===== src/rtl/pwfe_pkg.sv =====
package pwfe_pkg;

	// command opcodes, also used as the run kind inside the block
	localparam logic [1:0] OP_SYNC  = 2'd0;
	localparam logic [1:0] OP_DATA  = 2'd1;
	localparam logic [1:0] OP_TRAIL = 2'd2;

	// configuration register indexes
	localparam logic [1:0] CFG_SYNC_REPEATS   = 2'd0;
	localparam logic [1:0] CFG_TRAILER_PULSES = 2'd1;

	// reset values of the configuration registers
	localparam logic [3:0] SYNC_REPEATS_RST   = 4'd10;
	localparam logic [3:0] TRAILER_PULSES_RST = 4'd5;

	// symbol widths in ticks
	localparam logic [1:0] WIDTH_SHORT = 2'd1;
	localparam logic [1:0] WIDTH_MID   = 2'd2;
	localparam logic [1:0] WIDTH_LONG  = 2'd3;

	// one classified command waiting for the sequencer
	typedef struct packed {
		logic [1:0] kind;
		logic [3:0] count;
		logic [7:0] data_byte;
	} pwfe_cmd_t;

endpackage


===== src/rtl/pwfe_queue.sv =====
module pwfe_queue (
	input  logic               clk,
	input  logic               arst_n,
	input  logic               push,
	input  pwfe_pkg::pwfe_cmd_t push_cmd,
	output logic               full,
	input  logic               pop,
	output pwfe_pkg::pwfe_cmd_t pop_cmd,
	output logic               nempty
);
	import pwfe_pkg::*;

	pwfe_cmd_t  slot_q [2];
	logic       wptr_q;
	logic       rptr_q;
	logic [1:0] fill_q;

	assign full    = (fill_q == 2'd2);
	assign nempty  = (fill_q != 2'd0);
	assign pop_cmd = slot_q[rptr_q];

	// store pushed command
	always_ff @(posedge clk) begin
		if (push) begin
			slot_q[wptr_q] <= push_cmd;
		end
	end

	// advance pointers and fill level
	always_ff @(posedge clk or negedge arst_n) begin
		if (!arst_n) begin
			wptr_q <= 1'b0;
			rptr_q <= 1'b0;
			fill_q <= 2'd0;
		end else begin
			if (push) begin
				wptr_q <= ~wptr_q;
			end
			if (pop) begin
				rptr_q <= ~rptr_q;
			end
			if (push && !pop) begin
				fill_q <= fill_q + 2'd1;
			end else if (pop && !push) begin
				fill_q <= fill_q - 2'd1;
			end
		end
	end

endmodule


===== src/rtl/pwfe_front.sv =====
module pwfe_front (
	input  logic               clk,
	input  logic               arst_n,
	input  logic               cfg_valid,
	output logic               cfg_ready,
	input  logic [1:0]         cfg_index,
	input  logic [3:0]         cfg_data,
	input  logic               s_valid,
	output logic               s_ready,
	input  logic [1:0]         s_opcode,
	input  logic [7:0]         s_data_byte,
	input  logic               q_full,
	output logic               q_push,
	output pwfe_pkg::pwfe_cmd_t q_cmd
);
	import pwfe_pkg::*;

	logic [3:0] sync_repeats_q;
	logic [3:0] trailer_pulses_q;
	logic       keep;

	assign cfg_ready = 1'b1;
	assign s_ready   = !q_full;

	// configuration registers, unknown indexes are dropped
	always_ff @(posedge clk or negedge arst_n) begin
		if (!arst_n) begin
			sync_repeats_q   <= SYNC_REPEATS_RST;
			trailer_pulses_q <= TRAILER_PULSES_RST;
		end else if (cfg_valid && cfg_ready) begin
			unique case (cfg_index)
				CFG_SYNC_REPEATS:   sync_repeats_q   <= cfg_data;
				CFG_TRAILER_PULSES: trailer_pulses_q <= cfg_data;
				default: ;
			endcase
		end
	end

	// classify: drop unknown opcodes and empty trailers, attach run length
	always_comb begin
		keep          = 1'b0;
		q_cmd.kind    = s_opcode;
		q_cmd.count   = 4'd0;
		q_cmd.data_byte = s_data_byte;
		unique case (s_opcode)
			OP_SYNC: begin
				keep        = 1'b1;
				q_cmd.count = sync_repeats_q;
			end
			OP_DATA: begin
				keep = 1'b1;
			end
			OP_TRAIL: begin
				keep        = (trailer_pulses_q != 4'd0);
				q_cmd.count = trailer_pulses_q;
			end
			default: keep = 1'b0;
		endcase
	end

	assign q_push = s_valid && s_ready && keep;

endmodule


===== src/rtl/pwfe_back.sv =====
module pwfe_back #(
	parameter int BITS_PER_BYTE = 8
) (
	input  logic               clk,
	input  logic               arst_n,
	input  logic               q_nempty,
	input  pwfe_pkg::pwfe_cmd_t q_cmd,
	output logic               q_pop,
	output logic               m_valid,
	input  logic               m_ready,
	output logic [1:0]         m_width,
	output logic               m_last
);
	import pwfe_pkg::*;

	localparam int CW = $clog2(2 * BITS_PER_BYTE + 1);
	localparam int XW = (BITS_PER_BYTE > 8) ? BITS_PER_BYTE : 8;
	localparam logic [CW-1:0] NBITS = CW'(BITS_PER_BYTE);
	localparam logic [CW-1:0] NEND  = CW'(2 * BITS_PER_BYTE);

	logic                     busy_q;
	logic [1:0]               kind_q;
	logic [3:0]               rep_q;
	logic [1:0]               sub_q;
	logic [CW-1:0]            idx_q;
	logic [BITS_PER_BYTE-1:0] sh_q;
	logic                     ovalid_q;
	logic [1:0]               owidth_q;
	logic                     olast_q;

	logic                     adv;
	logic [1:0]               sym_width;
	logic                     sym_last;
	logic [XW-1:0]            data_ext;

	assign m_valid  = ovalid_q;
	assign m_width  = owidth_q;
	assign m_last   = olast_q;

	assign adv      = busy_q && (!ovalid_q || m_ready);
	assign q_pop    = q_nempty && (!busy_q || (adv && sym_last));
	assign data_ext = XW'(q_cmd.data_byte);

	// pick the current symbol of the run
	always_comb begin
		sym_width = WIDTH_LONG;
		sym_last  = 1'b0;
		unique case (kind_q)
			OP_SYNC: begin
				if (rep_q == 4'd0) begin
					sym_last = 1'b1;
				end else begin
					sym_width = sub_q + 2'd1;
				end
			end
			OP_DATA: begin
				if (idx_q == NEND) begin
					sym_last = 1'b1;
				end else if (idx_q < NBITS) begin
					sym_width = sh_q[0] ? WIDTH_MID : WIDTH_SHORT;
				end else begin
					sym_width = sh_q[0] ? WIDTH_SHORT : WIDTH_MID;
				end
			end
			OP_TRAIL: begin
				sym_last = (rep_q == 4'd1);
			end
			default: sym_last = 1'b1;
		endcase
	end

	// sequencer: load a command, step through its run
	always_ff @(posedge clk or negedge arst_n) begin
		if (!arst_n) begin
			busy_q <= 1'b0;
			kind_q <= OP_SYNC;
			rep_q  <= 4'd0;
			sub_q  <= 2'd0;
			idx_q  <= '0;
		end else if (q_pop) begin
			busy_q <= 1'b1;
			kind_q <= q_cmd.kind;
			rep_q  <= q_cmd.count;
			sub_q  <= 2'd0;
			idx_q  <= '0;
		end else if (adv) begin
			if (sym_last) begin
				busy_q <= 1'b0;
			end
			idx_q <= idx_q + CW'(1);
			if (kind_q == OP_SYNC) begin
				if (sub_q == 2'd2) begin
					sub_q <= 2'd0;
					rep_q <= rep_q - 4'd1;
				end else begin
					sub_q <= sub_q + 2'd1;
				end
			end else if (kind_q == OP_TRAIL) begin
				rep_q <= rep_q - 4'd1;
			end
		end
	end

	// bit shifter rotates so the inverted pass sees the byte again
	always_ff @(posedge clk) begin
		if (q_pop) begin
			sh_q <= data_ext[BITS_PER_BYTE-1:0];
		end else if (adv) begin
			sh_q <= (sh_q >> 1) | (BITS_PER_BYTE'(sh_q[0]) << (BITS_PER_BYTE - 1));
		end
	end

	// output register: hold while the receiver stalls
	always_ff @(posedge clk or negedge arst_n) begin
		if (!arst_n) begin
			ovalid_q <= 1'b0;
		end else if (adv) begin
			ovalid_q <= 1'b1;
		end else if (m_ready) begin
			ovalid_q <= 1'b0;
		end
	end

	always_ff @(posedge clk) begin
		if (adv) begin
			owidth_q <= sym_width;
			olast_q  <= sym_last;
		end
	end

endmodule


===== src/rtl/pulse_width_frame_encoder_top.sv =====
// Pulse-width frame encoder.
// Command beats enter on s_axis (tuser = opcode: sync, data frame, trailer;
// tdata = data byte). Each command becomes a run of symbol beats on m_axis:
// tdata holds the symbol width (1..3 ticks), tlast marks the final symbol.
// Sync gives sync_repeats triplets 1,2,3 then a 3; a data frame gives the
// byte bits LSB first (2 = one, 1 = zero), the inverted bits, then a 3;
// a trailer gives trailer_pulses symbols of 3. Opcode 3 and empty trailers
// produce nothing. Registers are set through the cfg channel (index 0
// sync_repeats, 1 trailer_pulses); the user must set them only while
// the block is idle, the block does not enforce this. The back end emits
// one symbol per cycle unless m_axis stalls; a run is 2*BITS_PER_BYTE+1
// symbols for a data frame, 3*N+1 for sync, N for a trailer, and a queued
// run follows without a gap. On an idle block a command passes the queue
// and the sequencer before the output register raises m_axis_tvalid. A
// two-entry command queue accepts new commands while a run goes out.
// A stalled m_axis holds the output register and freezes the sequencer;
// s_axis stalls once the queue is full. Reset empties the queue and the
// output register and restores sync_repeats 10 and trailer_pulses 5.
module pulse_width_frame_encoder_top #(
	parameter int BITS_PER_BYTE = 8
) (
	input  logic       clk,
	input  logic       arst_n,
	input  logic       cfg_valid,
	output logic       cfg_ready,
	input  logic [1:0] cfg_index,
	input  logic [3:0] cfg_data,
	input  logic       s_axis_tvalid,
	output logic       s_axis_tready,
	input  logic [7:0] s_axis_tdata,  // [7:0] data_byte
	input  logic [1:0] s_axis_tuser,  // [1:0] opcode
	output logic       m_axis_tvalid,
	input  logic       m_axis_tready,
	output logic [7:0] m_axis_tdata,  // [1:0] pulse_width, [7:2] zero
	output logic       m_axis_tlast
);
	import pwfe_pkg::*;

	pwfe_cmd_t  push_cmd;
	pwfe_cmd_t  pop_cmd;
	logic       q_push;
	logic       q_pop;
	logic       q_full;
	logic       q_nempty;
	logic [1:0] width;

	pwfe_front u_front (
		.clk         (clk),
		.arst_n      (arst_n),
		.cfg_valid   (cfg_valid),
		.cfg_ready   (cfg_ready),
		.cfg_index   (cfg_index),
		.cfg_data    (cfg_data),
		.s_valid     (s_axis_tvalid),
		.s_ready     (s_axis_tready),
		.s_opcode    (s_axis_tuser),
		.s_data_byte (s_axis_tdata),
		.q_full      (q_full),
		.q_push      (q_push),
		.q_cmd       (push_cmd)
	);

	pwfe_queue u_queue (
		.clk      (clk),
		.arst_n   (arst_n),
		.push     (q_push),
		.push_cmd (push_cmd),
		.full     (q_full),
		.pop      (q_pop),
		.pop_cmd  (pop_cmd),
		.nempty   (q_nempty)
	);

	pwfe_back #(
		.BITS_PER_BYTE (BITS_PER_BYTE)
	) u_back (
		.clk      (clk),
		.arst_n   (arst_n),
		.q_nempty (q_nempty),
		.q_cmd    (pop_cmd),
		.q_pop    (q_pop),
		.m_valid  (m_axis_tvalid),
		.m_ready  (m_axis_tready),
		.m_width  (width),
		.m_last   (m_axis_tlast)
	);

	assign m_axis_tdata = {6'd0, width};

endmodule


===== config.mk =====
export PLATFORM = sky130hd
export DESIGN_NAME = pulse_width_frame_encoder_top
export DESIGN_NICKNAME = d
export VERILOG_FILES = /design/src/rtl/pwfe_pkg.sv /design/src/rtl/pwfe_queue.sv /design/src/rtl/pwfe_front.sv /design/src/rtl/pwfe_back.sv /design/src/rtl/pulse_width_frame_encoder_top.sv
export SDC_FILE = /design/constraint.sdc
export NUM_CORES = 1
export LEC_CHECK = 0
export BUFFER_PORTS_ARGS = -buffer_cell sky130_fd_sc_hd__buf_2
export CAP_MARGIN = 20
export CORE_MARGIN = 2
export CORE_UTILIZATION = 45
export DETAILED_ROUTE_END_ITERATION = 10
export MAX_ROUTING_LAYER = met4
export PLACE_DENSITY = 0.66
export SYNTH_ARGS = -nofsm -noshare
export SYNTH_HDL_FRONTEND = slang
export SYNTH_SLANG_ARGS = --single-unit
export TNS_END_PERCENT = 20

===== constraint.sdc =====
create_clock -name clk -period 2.1 [get_ports clk]
set_input_delay 0.105 -clock clk [delete_from_list [all_inputs] [get_ports clk]]
set_output_delay 0.105 -clock clk [all_outputs]
set_load 0.03 [all_outputs]

==> flow_metrics.tcl, run 1 <==
set metrics [dict create \
    cts_tree "done" \
    io_pins 33 \
    clk_pin_slew_ns 0.07 \
    end_kind "register" \
    fmax_mhz 479 \
    grt_usage_pct 14.7 \
    worst_pin_slew_ns 0.632 \
    antenna_found_initial 0 \
    dieArea_um2 7460 \
    startpoint_type "register" \
    critPathTopFamily "compound AO/OA/AOI/OAI gates" \
    ys_types 39 \
    period_share_pct 99.5 \
    fin_worst_skew_ns 0.00915 \
    drive_gt1_share_pct 35.8 \
    synth_area_leaders "edfxtp_1, dfrtp_1, mux2_2, mux2i_1, ha_1" \
    powerDensity_nw_per_um2 1280 \
    core_area_um2 6680 \
    grt_pass1_wl_um 7970 \
    grt_max_degree 28 \
    slowest_delay_ns 0.39 \
    synth_ff_type "edfxtp_1" \
    maxCapViolations 0 \
    root_buffer "clkbuf_8" \
    multi_input_area_um2 1110 \
    synth_top_area_share_pct 38.3 \
    regArea_um2 1850 \
    stdcell_count 351 \
    place_inst 324 \
    period_needed_ns 2.09 \
    final_util_pct 54.5 \
    grt.overflow.total 0 \
    fill_cells 560 \
    firstDrtPassIters 4 \
    dp_hpwl_um 3340 \
    arrival_ns 2.17 \
    num_rows 30 \
    status "completed" \
    clk_latency_ns 0.34 \
    wire_per_inst_um 13.7 \
    fp.dieW_um 86.4 \
    layout.nets 296 \
    worstPathMaxFanout 6 \
    pre_cts_slack_ns 0.0242 \
    drc 0 \
    drt-vias-per-instance 4.96 \
    area_growth_syn_to_layout_pct 19.2 \
    rsz0062_at_grt "true" \
    crit_chain "inv_1, ha_2, and4bb_1, a32oi_2, o221ai_4, buf_4, mux2_4" \
    cts-buffers-inserted 9 \
    ys_warn_count 0 \
    critPathKind "reg2reg" \
    grt_pass1_vias 1722 \
    vias 1740 \
    fp.dieH_um 86.4 \
    drtAntennaViolNets 0 \
    cts_max_level 3 \
    setup_viol 0 \
    ys_seq_area_share_pct 60.6 \
    synth-seq-cells 66 \
    maxSlewViolCount 0 \
    clkSinkCount 66 \
    antennaDiodeCount 0 \
    async_reset_ff_share_pct 40.9 \
    crit_slowest_cell "dfrtp_1" \
    synth_edf_count 39 \
    synth_area_per_cell_um2 14.1 \
    cts_buffer_depth 2 \
    hp-class "in2reg" \
    initial_core_util_pct 45.7 \
    irDropWorstVdd_mv 0.625 \
    gp_congestion 0.781 \
    maxSlewHeadroom_pct 57.8 \
    drt_iter0_markers 44 \
    finalSetupTns_ns 0 \
    finalHoldViolCount 0 \
    path_buf_inv 2 \
    leakagePower_nw 1.52 \
    syn_inst 217 \
    required_ns 2.18 \
    fin_ws_ns 0.0111 \
    synth_top_area_cell "edfxtp_1" \
    io_buffer_count 25 \
    finalWirelength_um 4800 \
    synth_area_um2 3050 \
]
-- layout make-up --
| class | instances | area share, % |
|---|---|---|
| flip-flops and latches | 66 | 50.9 |
| multi-input cells | 130 | 30.4 |
| repair buffers | 47 | 8.59 |
| clock buffers | 9 | 3.40 |
| clock inverters | 7 | 2.78 |
| well taps | 80 | 2.75 |
| inverters | 12 | 1.24 |
-- worst reg2reg max path: cells and delay by family (launching register included) --
kind	cells	cell delay (ns)
flops	1	0.39
compound gates	2	0.49
buf+inv	2	0.27
fa+ha+maj	1	0.16
mux	1	0.30
simple gates	1	0.23
-- synth_stat cells (6+ instances only) --
| library cell | n |
|---|---|
| buf_4 | 7 |
| nor2_1 | 17 |
| nand3_1 | 6 |
| xor2_1 | 8 |
| nand2_1 | 6 |
| inv_1 | 12 |
| edfxtp_1 | 39 |
| ha_1 | 9 |
| dfrtp_1 | 23 |
| mux2_2 | 23 |
| mux2i_1 | 13 |
| mux2_4 | 7 |
-- power by group --
group / switching [W] / total (W) / internal (W) / leakage, nW
registers: 0.000265 / 0.00207 / 0.00181 / 0.676
clock network: 0.000504 / 0.00118 / 0.000678 / 0.106
logic: 0.000683 / 0.00140 / 0.000721 / 0.735
-- flip-flops by register name, summed over array words and instances (netlist names), 2 cells and up --
register	flops
u_queue.slot_q	28
u_back.sh_q	8
u_back.idx_q	5
u_back.rep_q	4
u_front.sync_repeats_q	4
u_front.trailer_pulses_q	4
u_back.kind_q	2
u_back.m_width	2
u_back.sub_q	2
u_queue.fill_q	2
-- cells in the final DEF, fill, tap and decap left out, types with 3 or more instances in the layout --
master and instances:
o21ai_0 3, clkbuf_8 9, xnor2_1 5, mux2_4 7, conb_1 7, ha_1 7, nand3_1 6, dlygate4sd3_1 9
inv_1 11, mux2_2 23, xor2_1 7, nor2_1 17, mux2i_1 13, dfrtp_1 23, dfstp_2 4, buf_2 25
edfxtp_1 39, buf_4 13, nand4_1 3, nand2_1 6, nor2b_1 3
-- stage by stage --
step | hold WS, ns | total power (W) | cell area (um^2)
floorplan | -0.191 | 0.00309 | 3070
global placement | 0.164 | 0.00342 | 3290
detailed placement | 0.161 | 0.00345 | 3290
CTS | 0.00125 | 0.00466 | 3610
global route | 0.00883 | 0.00496 | 3640
finish | 0.0161 | 0.00466 | 3640
-- routing by layer --
metal / up-vias / part of all wire, % / track usage (%)
li1: 850 / - / -
met3: 9 / 3.1 / 3.71
met2: 32 / 51 / 24.0
met1: 849 / 44 / 17.2
met4: 0 / 1.9 / 6.82
met5: - / 0 / -
-- logic make-up after synthesis --
group           count (synthesis)  share of synthesized area (%)
compound gates                 11                           3.40
xor+xnor                       13                           3.73
fa+ha+maj                       9                           3.69
buf+inv                        26                           4.34
flops                          66                           60.6
mux                            43                           16.2
other cells                     2                          0.246
simple gates                   47                           7.78
-- worst paths after layout --
| path | endpoint | start | slack (ns) | cells past startpoint |
|---|---|---|---|---|
| hold reg to reg | u_queue.wptr_q$_DFFE_PN0P_ | u_queue.wptr_q$_DFFE_PN0P_ | 0.50 | 1 |
| hold / removal | u_front.trailer_pulses_q[1]$_DFFE_PN0P_ | cfg_data[1] | 0.02 | 2 |
| max in group asynchronous | u_front.trailer_pulses_q[3]$_DFFE_PN0P_ | arst_n | 1.37 | 2 |
| min in group asynchronous | u_back.sub_q[0]$_DFFE_PN0P_ | arst_n | 0.32 | 2 |
| setup / recovery | u_back.sh_q[1]$_DFFE_PP_ | u_back.idx_q[1]$_DFFE_PN0P_ | 0.01 | 7 |
| setup reg to reg | u_back.sh_q[1]$_DFFE_PP_ | u_back.idx_q[1]$_DFFE_PN0P_ | 0.01 | 7 |
-- repair_timing --
item,in CTS,in global routing
setup buffers,0,2
resized for setup,0,5
endpoints found under the setup margin,2,17
hold buffers,9,0
pin swaps,2,5
hold endpoints to repair,39,0
No activity file was read; power rests on OpenSTA's default activity.
==> inputs of run 2 (changes only) <==
--- a/config.mk
+++ b/config.mk
@@ -5,13 +5,13 @@
 export SDC_FILE = /design/constraint.sdc
 export NUM_CORES = 1
 export LEC_CHECK = 0
-export BUFFER_PORTS_ARGS = -buffer_cell sky130_fd_sc_hd__buf_2
-export CAP_MARGIN = 20
+export CAP_MARGIN = 0
 export CORE_MARGIN = 2
 export CORE_UTILIZATION = 45
 export DETAILED_ROUTE_END_ITERATION = 10
+export DONT_BUFFER_PORTS = 1
 export MAX_ROUTING_LAYER = met4
-export PLACE_DENSITY = 0.66
+export SKIP_CTS_REPAIR_TIMING = 1
 export SYNTH_ARGS = -nofsm -noshare
 export SYNTH_HDL_FRONTEND = slang
 export SYNTH_SLANG_ARGS = --single-unit
==> run 2 against run 1 <==
Clock-buffer cell count unchanged. Flip-flop and latch count unchanged. Clock power decreased by 5%. Global-route usage increased by 0.059 points. Largest power group unchanged. Highest routed layer unchanged.
==> flow_metrics.tcl, run 2 (same netlist as run 1, synthesis figures left out) <==
set metrics [dict create \
    status "completed" \
    grt_usage_pct 14.8 \
    clk_pin_slew_ns 0.08 \
    dieArea_um2 7460 \
    mostFrequentLayoutCells "edfxtp_1, mux2_2, dfrtp_1" \
    drt_iter0_markers 39 \
    wire_per_inst_um 14.9 \
    seqPwrFrac_pct 46.1 \
    root_buffer "clkbuf_8" \
    rsz0062_at_grt "true" \
    maxCapViolations 0 \
    final_util_pct 53.8 \
    place_inst 301 \
    critPathKind "reg2reg" \
    drive_gt1_share_pct 28.1 \
    drt-vias-per-instance 4.93 \
    vias 1641 \
    grt_max_degree 28 \
    setup_viol 0 \
    io_buffer_count 0 \
    io_pins 33 \
    design_area_um2 3590 \
    clkPwrFrac_pct 24.4 \
    area_growth_syn_to_layout_pct 17.6 \
    drtAntennaViolNets 0 \
    grt_pass1_wl_um 8000 \
    dp_hpwl_um 3370 \
    top_register "u_queue.slot_q" \
    cts_buffer_depth 2 \
    antenna_found_initial 0 \
    maxSlewHeadroom_pct 59.9 \
    startpoint_type "register" \
    crit_slowest_cell "dfrtp_1" \
    end_kind "register" \
    crit_chain "inv_2, ha_1, and4bb_1, a32oi_2, o221ai_4, buf_12, mux2_4" \
    power_w 0.00458 \
    period_share_pct 94.9 \
    finalWirelength_um 4960 \
    cts_max_level 3 \
    finalSetupTns_ns 0 \
    cts-buffers-inserted 9 \
    powerDensity_nw_per_um2 1270 \
    core_area_um2 6680 \
    fp.dieH_um 86.4 \
    stdcell_count 333 \
    worst_pin_slew_ns 0.600 \
    fmax_mhz 502 \
    firstDrtPassIters 4 \
    power.switching_w 0.00148 \
    irDropWorstVdd_mv 0.513 \
    layout.nets 278 \
    fin_worst_skew_ns 0.0117 \
    largest_reg_flops 28 \
    layout_commonest_cell "edfxtp_1" \
    worstPathMaxFanout 13 \
    pwr-share-comb_pct 29.5 \
    place_area_um2 3210 \
    top_regs "u_queue.slot_q x28, u_back.sh_q x8, u_back.idx_q x5" \
    path_buf_inv 2 \
    critPathTopFamily "compound AO/OA/AOI/OAI gates" \
    p_sw_share_pct 32.4 \
    cts_tree "done" \
    hp-class "in2reg" \
    maxSlewViolCount 0 \
    finalHoldViolCount 0 \
    antennaDiodeCount 0 \
    grt_pass1_vias 1710 \
    drc 0 \
    leakagePower_nw 1.45 \
    clk_latency_ns 0.34 \
    arrival_ns 2.09 \
    period_needed_ns 1.99 \
    power.internal_w 0.00310 \
    initial_core_util_pct 45.7 \
    required_ns 2.20 \
    slowest_delay_ns 0.37 \
    gp_congestion 0.766 \
    clkSinkCount 66 \
    grt.overflow.total 0 \
    fp.dieW_um 86.4 \
    num_rows 30 \
]
## run 2: cell types whose count changed in the layout (fill, tap and decap cells not counted), sizes merged
cell         delta
dlygate4sd3     +6
buf            -24
bufinv          -1
clkinv          -1
inv             +2
## run 2: worst paths after layout
kind,from,endpoint,slack [ns],cells past startpoint
worst min register to register,u_queue.wptr_q$_DFFE_PN0P_,u_queue.wptr_q$_DFFE_PN0P_,0.50,1
max in group asynchronous,arst_n,u_front.sync_repeats_q[1]$_DFFE_PN1P_,1.67,2
min in group asynchronous,arst_n,u_back.idx_q[3]$_DFFE_PN0P_,0.19,2
worst min-delay path,s_axis_tvalid,u_queue.wptr_q$_DFFE_PN0P_,0.01,2
worst max-delay path,u_back.idx_q[0]$_DFFE_PN0P_,u_back.sh_q[2]$_DFFE_PP_,0.11,7
worst max register to register,u_back.idx_q[0]$_DFFE_PN0P_,u_back.sh_q[2]$_DFFE_PP_,0.11,7
## run 2: layout make-up
cell class / count / area [um^2]
Multi-Input combinational cell: 130 / 1100
Tap cell: 80 / 100
Sequential cell: 66 / 1850
Fill cell: 584 / 3090
Timing Repair Buffer: 29 / 293
Clock inverter: 7 / 82.6
Clock buffer: 9 / 124
Inverter: 12 / 45.0
## run 2: metal layers
metal | track usage (%) | wire [um] | vias to the layer above
li1 | - | - | 814
met1 | 18.2 | 2310 | 793
met2 | 23.0 | 2440 | 26
met5 | - | 0 | -
met4 | 7.24 | 79 | 0
met3 | 3.43 | 128 | 8
## run 2: power by group through the flow
stage	sequential [W]	clock [W]	combinational, W
6_report	0.00211	0.00112	0.00135
5_1_grt	0.00217	0.00120	0.00153
4_1_cts	0.00211	0.00114	0.00133
3_5_place_dp	0.00214	0	0.00132
3_3_place_gp	0.00214	0	0.00130
2_1_floorplan	0.00204	0	0.00105
## run 2: stage by stage
stage,setup slack (ns),hold WS [ns]
after floorplan,0.0290,-0.191
after global placement,0.0802,-0.190
after detailed placement,0.0299,-0.190
after CTS,0.0209,-0.569
after global routing,-0.0637,0.0270
final,0.107,0.0114
==> inputs of run 3 (changes only) <==
--- a/config.mk
+++ b/config.mk
@@ -5,6 +5,7 @@
 export SDC_FILE = /design/constraint.sdc
 export NUM_CORES = 1
 export LEC_CHECK = 0
+export ABC_AREA = 1
 export CAP_MARGIN = 0
 export CORE_MARGIN = 2
 export CORE_UTILIZATION = 45
==> run 3 against run 2 <==
Via count up 23%. Wire length up 7.0%. Non-clock buffer count fell by 1. Core utilization rose by 0.19 points. Critical path depth up 6. Synthesized cell count rose by 41%. Sequential share of layout area fell by 0.18 points. Maximum frequency increased by 0.24%.
==> flow_metrics.tcl, run 3 <==
set metrics [dict create \
    drt_iter0_markers 93 \
    wire_per_inst_um 12.6 \
    r2r_end "u_queue.fill_q[1]$_DFFE_PN0P_" \
    rsz0062_at_grt "true" \
    path_buf_inv 2 \
    hp-class "in2reg" \
    finalSetupTns_ns 0 \
    hold_start "cfg_valid" \
    drive_gt1_share_pct 14.4 \
    end_kind "register" \
    top_regs "u_queue.slot_q x28, u_back.sh_q x8, u_back.idx_q x5" \
    crit_path_start "u_back.rep_q[1]$_DFFE_PN0P_" \
    antennaDiodeCount 0 \
    power_w 0.00522 \
    synth_area_leaders "edfxtp_1, dfrtp_1, nand2_1, ha_1, inv_1" \
    drtAntennaViolNets 0 \
    clk_latency_ns 0.35 \
    critPathTopFamily "simple AND/OR/NAND/NOR gates" \
    hold_depth 2 \
    num_rows 30 \
    grt.overflow.total 0 \
    status "completed" \
    fill_cells 605 \
    gp_congestion 0.832 \
    fp.dieW_um 86.4 \
    cts_tree "done" \
    synth_area_um2 3060 \
    finalWirelength_um 5310 \
    critPathKind "reg2reg" \
    grt_usage_pct 15.5 \
    io_buffer_count 0 \
    regArea_um2 1850 \
    multi_input_area_um2 1040 \
    dp_hpwl_um 3340 \
    vias 2019 \
    irDropWorstVdd_mv 0.597 \
    fin_worst_skew_ns 0.0115 \
    io_pins 33 \
    cts_max_level 3 \
    clkSinkCount 66 \
    worst_pin_slew_ns 0.516 \
    clk_pin_slew_ns 0.08 \
    largest_reg_flops 28 \
    top_register "u_queue.slot_q" \
    required_ns 2.32 \
    antenna_found_initial 0 \
    root_buffer "clkbuf_8" \
    layout_commonest_cell "nand2_1" \
    yosysMostFrequentCell "nand2_1" \
    grt_max_degree 28 \
    worstHoldEndpoint "u_front.sync_repeats_q[1]$_DFFE_PN1P_" \
    setup_viol 0 \
    synth_top_area_share_pct 38.3 \
    crit_chain "inv_2, ha_1, inv_1, nor3_4, nand2_1, nand3_2, nand2_2, nand2_4, nand2_8, ha_4, a21oi_2, o21ai_1, xor2_1" \
    startpoint_type "register" \
    ys_types 34 \
    grt_pass1_wl_um 8460 \
    reg2reg_depth 13 \
    leakagePower_nw 1.62 \
    drc 0 \
    synth-seq-cells 66 \
    ys_seq_area_share_pct 60.6 \
    synth_common_cells "nand2_1, edfxtp_1, inv_1, dfrtp_1, o21ai_0" \
    worstPathMaxFanout 6 \
    period_share_pct 94.7 \
    ys_warn_count 0 \
    period_needed_ns 1.99 \
    fp.dieH_um 86.4 \
    area_growth_syn_to_layout_pct 17.9 \
    powerDensity_nw_per_um2 1450 \
    maxCapViolations 0 \
    r2r_slack_ns 0.11 \
    arrival_ns 2.21 \
    final_util_pct 54.0 \
    drt-vias-per-instance 4.81 \
    synth_area_per_cell_um2 10.0 \
    initial_core_util_pct 45.8 \
    firstDrtPassIters 4 \
    fmax_mhz 503 \
    synth_ff_type "edfxtp_1" \
    cts-buffers-inserted 9 \
    slowest_delay_ns 0.42 \
    synth_top_area_cell "edfxtp_1" \
    core_area_um2 6680 \
    layout.nets 365 \
    syn_inst 305 \
    maxSlewHeadroom_pct 65.5 \
    synth_edf_count 39 \
    mostFrequentLayoutCells "nand2_1, edfxtp_1, inv_1" \
    crit_slowest_cell "dfrtp_1" \
    r2r-start "u_back.rep_q[1]$_DFFE_PN0P_" \
    cts_buffer_depth 2 \
    grt_pass1_vias 1838 \
    async_reset_ff_share_pct 40.9 \
    dieArea_um2 7470 \
    maxSlewViolCount 0 \
    finalHoldViolCount 0 \
]
-- run 3: layer usage --
metal | GRT usage, % | vias to the layer above | share of wire (%)
li1 | - | 1039 | -
met1 | 19.3 | 936 | 46
met2 | 23.1 | 36 | 49
met3 | 4.10 | 8 | 3.4
met4 | 8.38 | 0 | 1.6
met5 | - | - | 0
-- run 3: metrics by stage --
step | area, um^2 | std cells | hold slack (ns) | worst slack, ns
3_3_place_gp | 3150 | 385 | -0.189 | 0.109
5_1_grt | 3600 | 420 | 0.0562 | -0.0315
3_5_place_dp | 3150 | 385 | -0.189 | -0.00910
4_1_cts | 3380 | 401 | -0.570 | -0.0577
6_report | 3600 | 420 | 0.0358 | 0.112
2_1_floorplan | 3080 | 310 | -0.191 | 0.00266
-- run 3: power by group --
group	internal, W	total, W	switching [W]
Combinational	0.000682	0.00182	0.00114
Clock	0.000691	0.00124	0.000552
Sequential	0.00187	0.00216	0.000285
Total	0.00324	0.00522	0.00198
-- run 3: worst max-delay path by stage --
stage / end / cells past startpoint / slack [ns]
4_1_cts: u_queue.fill_q[1]$_DFFE_PN0P_ / 13 / -0.06
5_1_grt: u_queue.fill_q[1]$_DFFE_PN0P_ / 13 / -0.03
3_3_place_gp: u_queue.fill_q[1]$_DFFE_PN0P_ / 13 / 0.11
2_1_floorplan: u_queue.fill_q[1]$_DFFE_PN0P_ / 14 / 0.003
3_5_place_dp: u_queue.fill_q[1]$_DFFE_PN0P_ / 13 / -0.009
6_report: u_queue.fill_q[1]$_DFFE_PN0P_ / 13 / 0.11
-- run 3: logic make-up after synthesis --
| kind of cell | synth area share, % |
|---|---|
| compound gates | 4.79 |
| fa+ha+maj | 3.68 |
| mux | 0.327 |
| xor+xnor | 2.86 |
| flops | 60.6 |
| simple gates | 20.3 |
| buf+inv | 7.24 |
| other cells | 0.246 |
-- run 3: area by class of cell --
| class | instances | area share, % |
|---|---|---|
| clock buffer | 9 | 3.44 |
| clock inverter | 7 | 2.95 |
| inverter | 32 | 3.40 |
| multi-input combinational | 198 | 28.8 |
| sequential | 66 | 51.4 |
| tap | 80 | 2.78 |
| timing repair buffer | 28 | 7.29 |
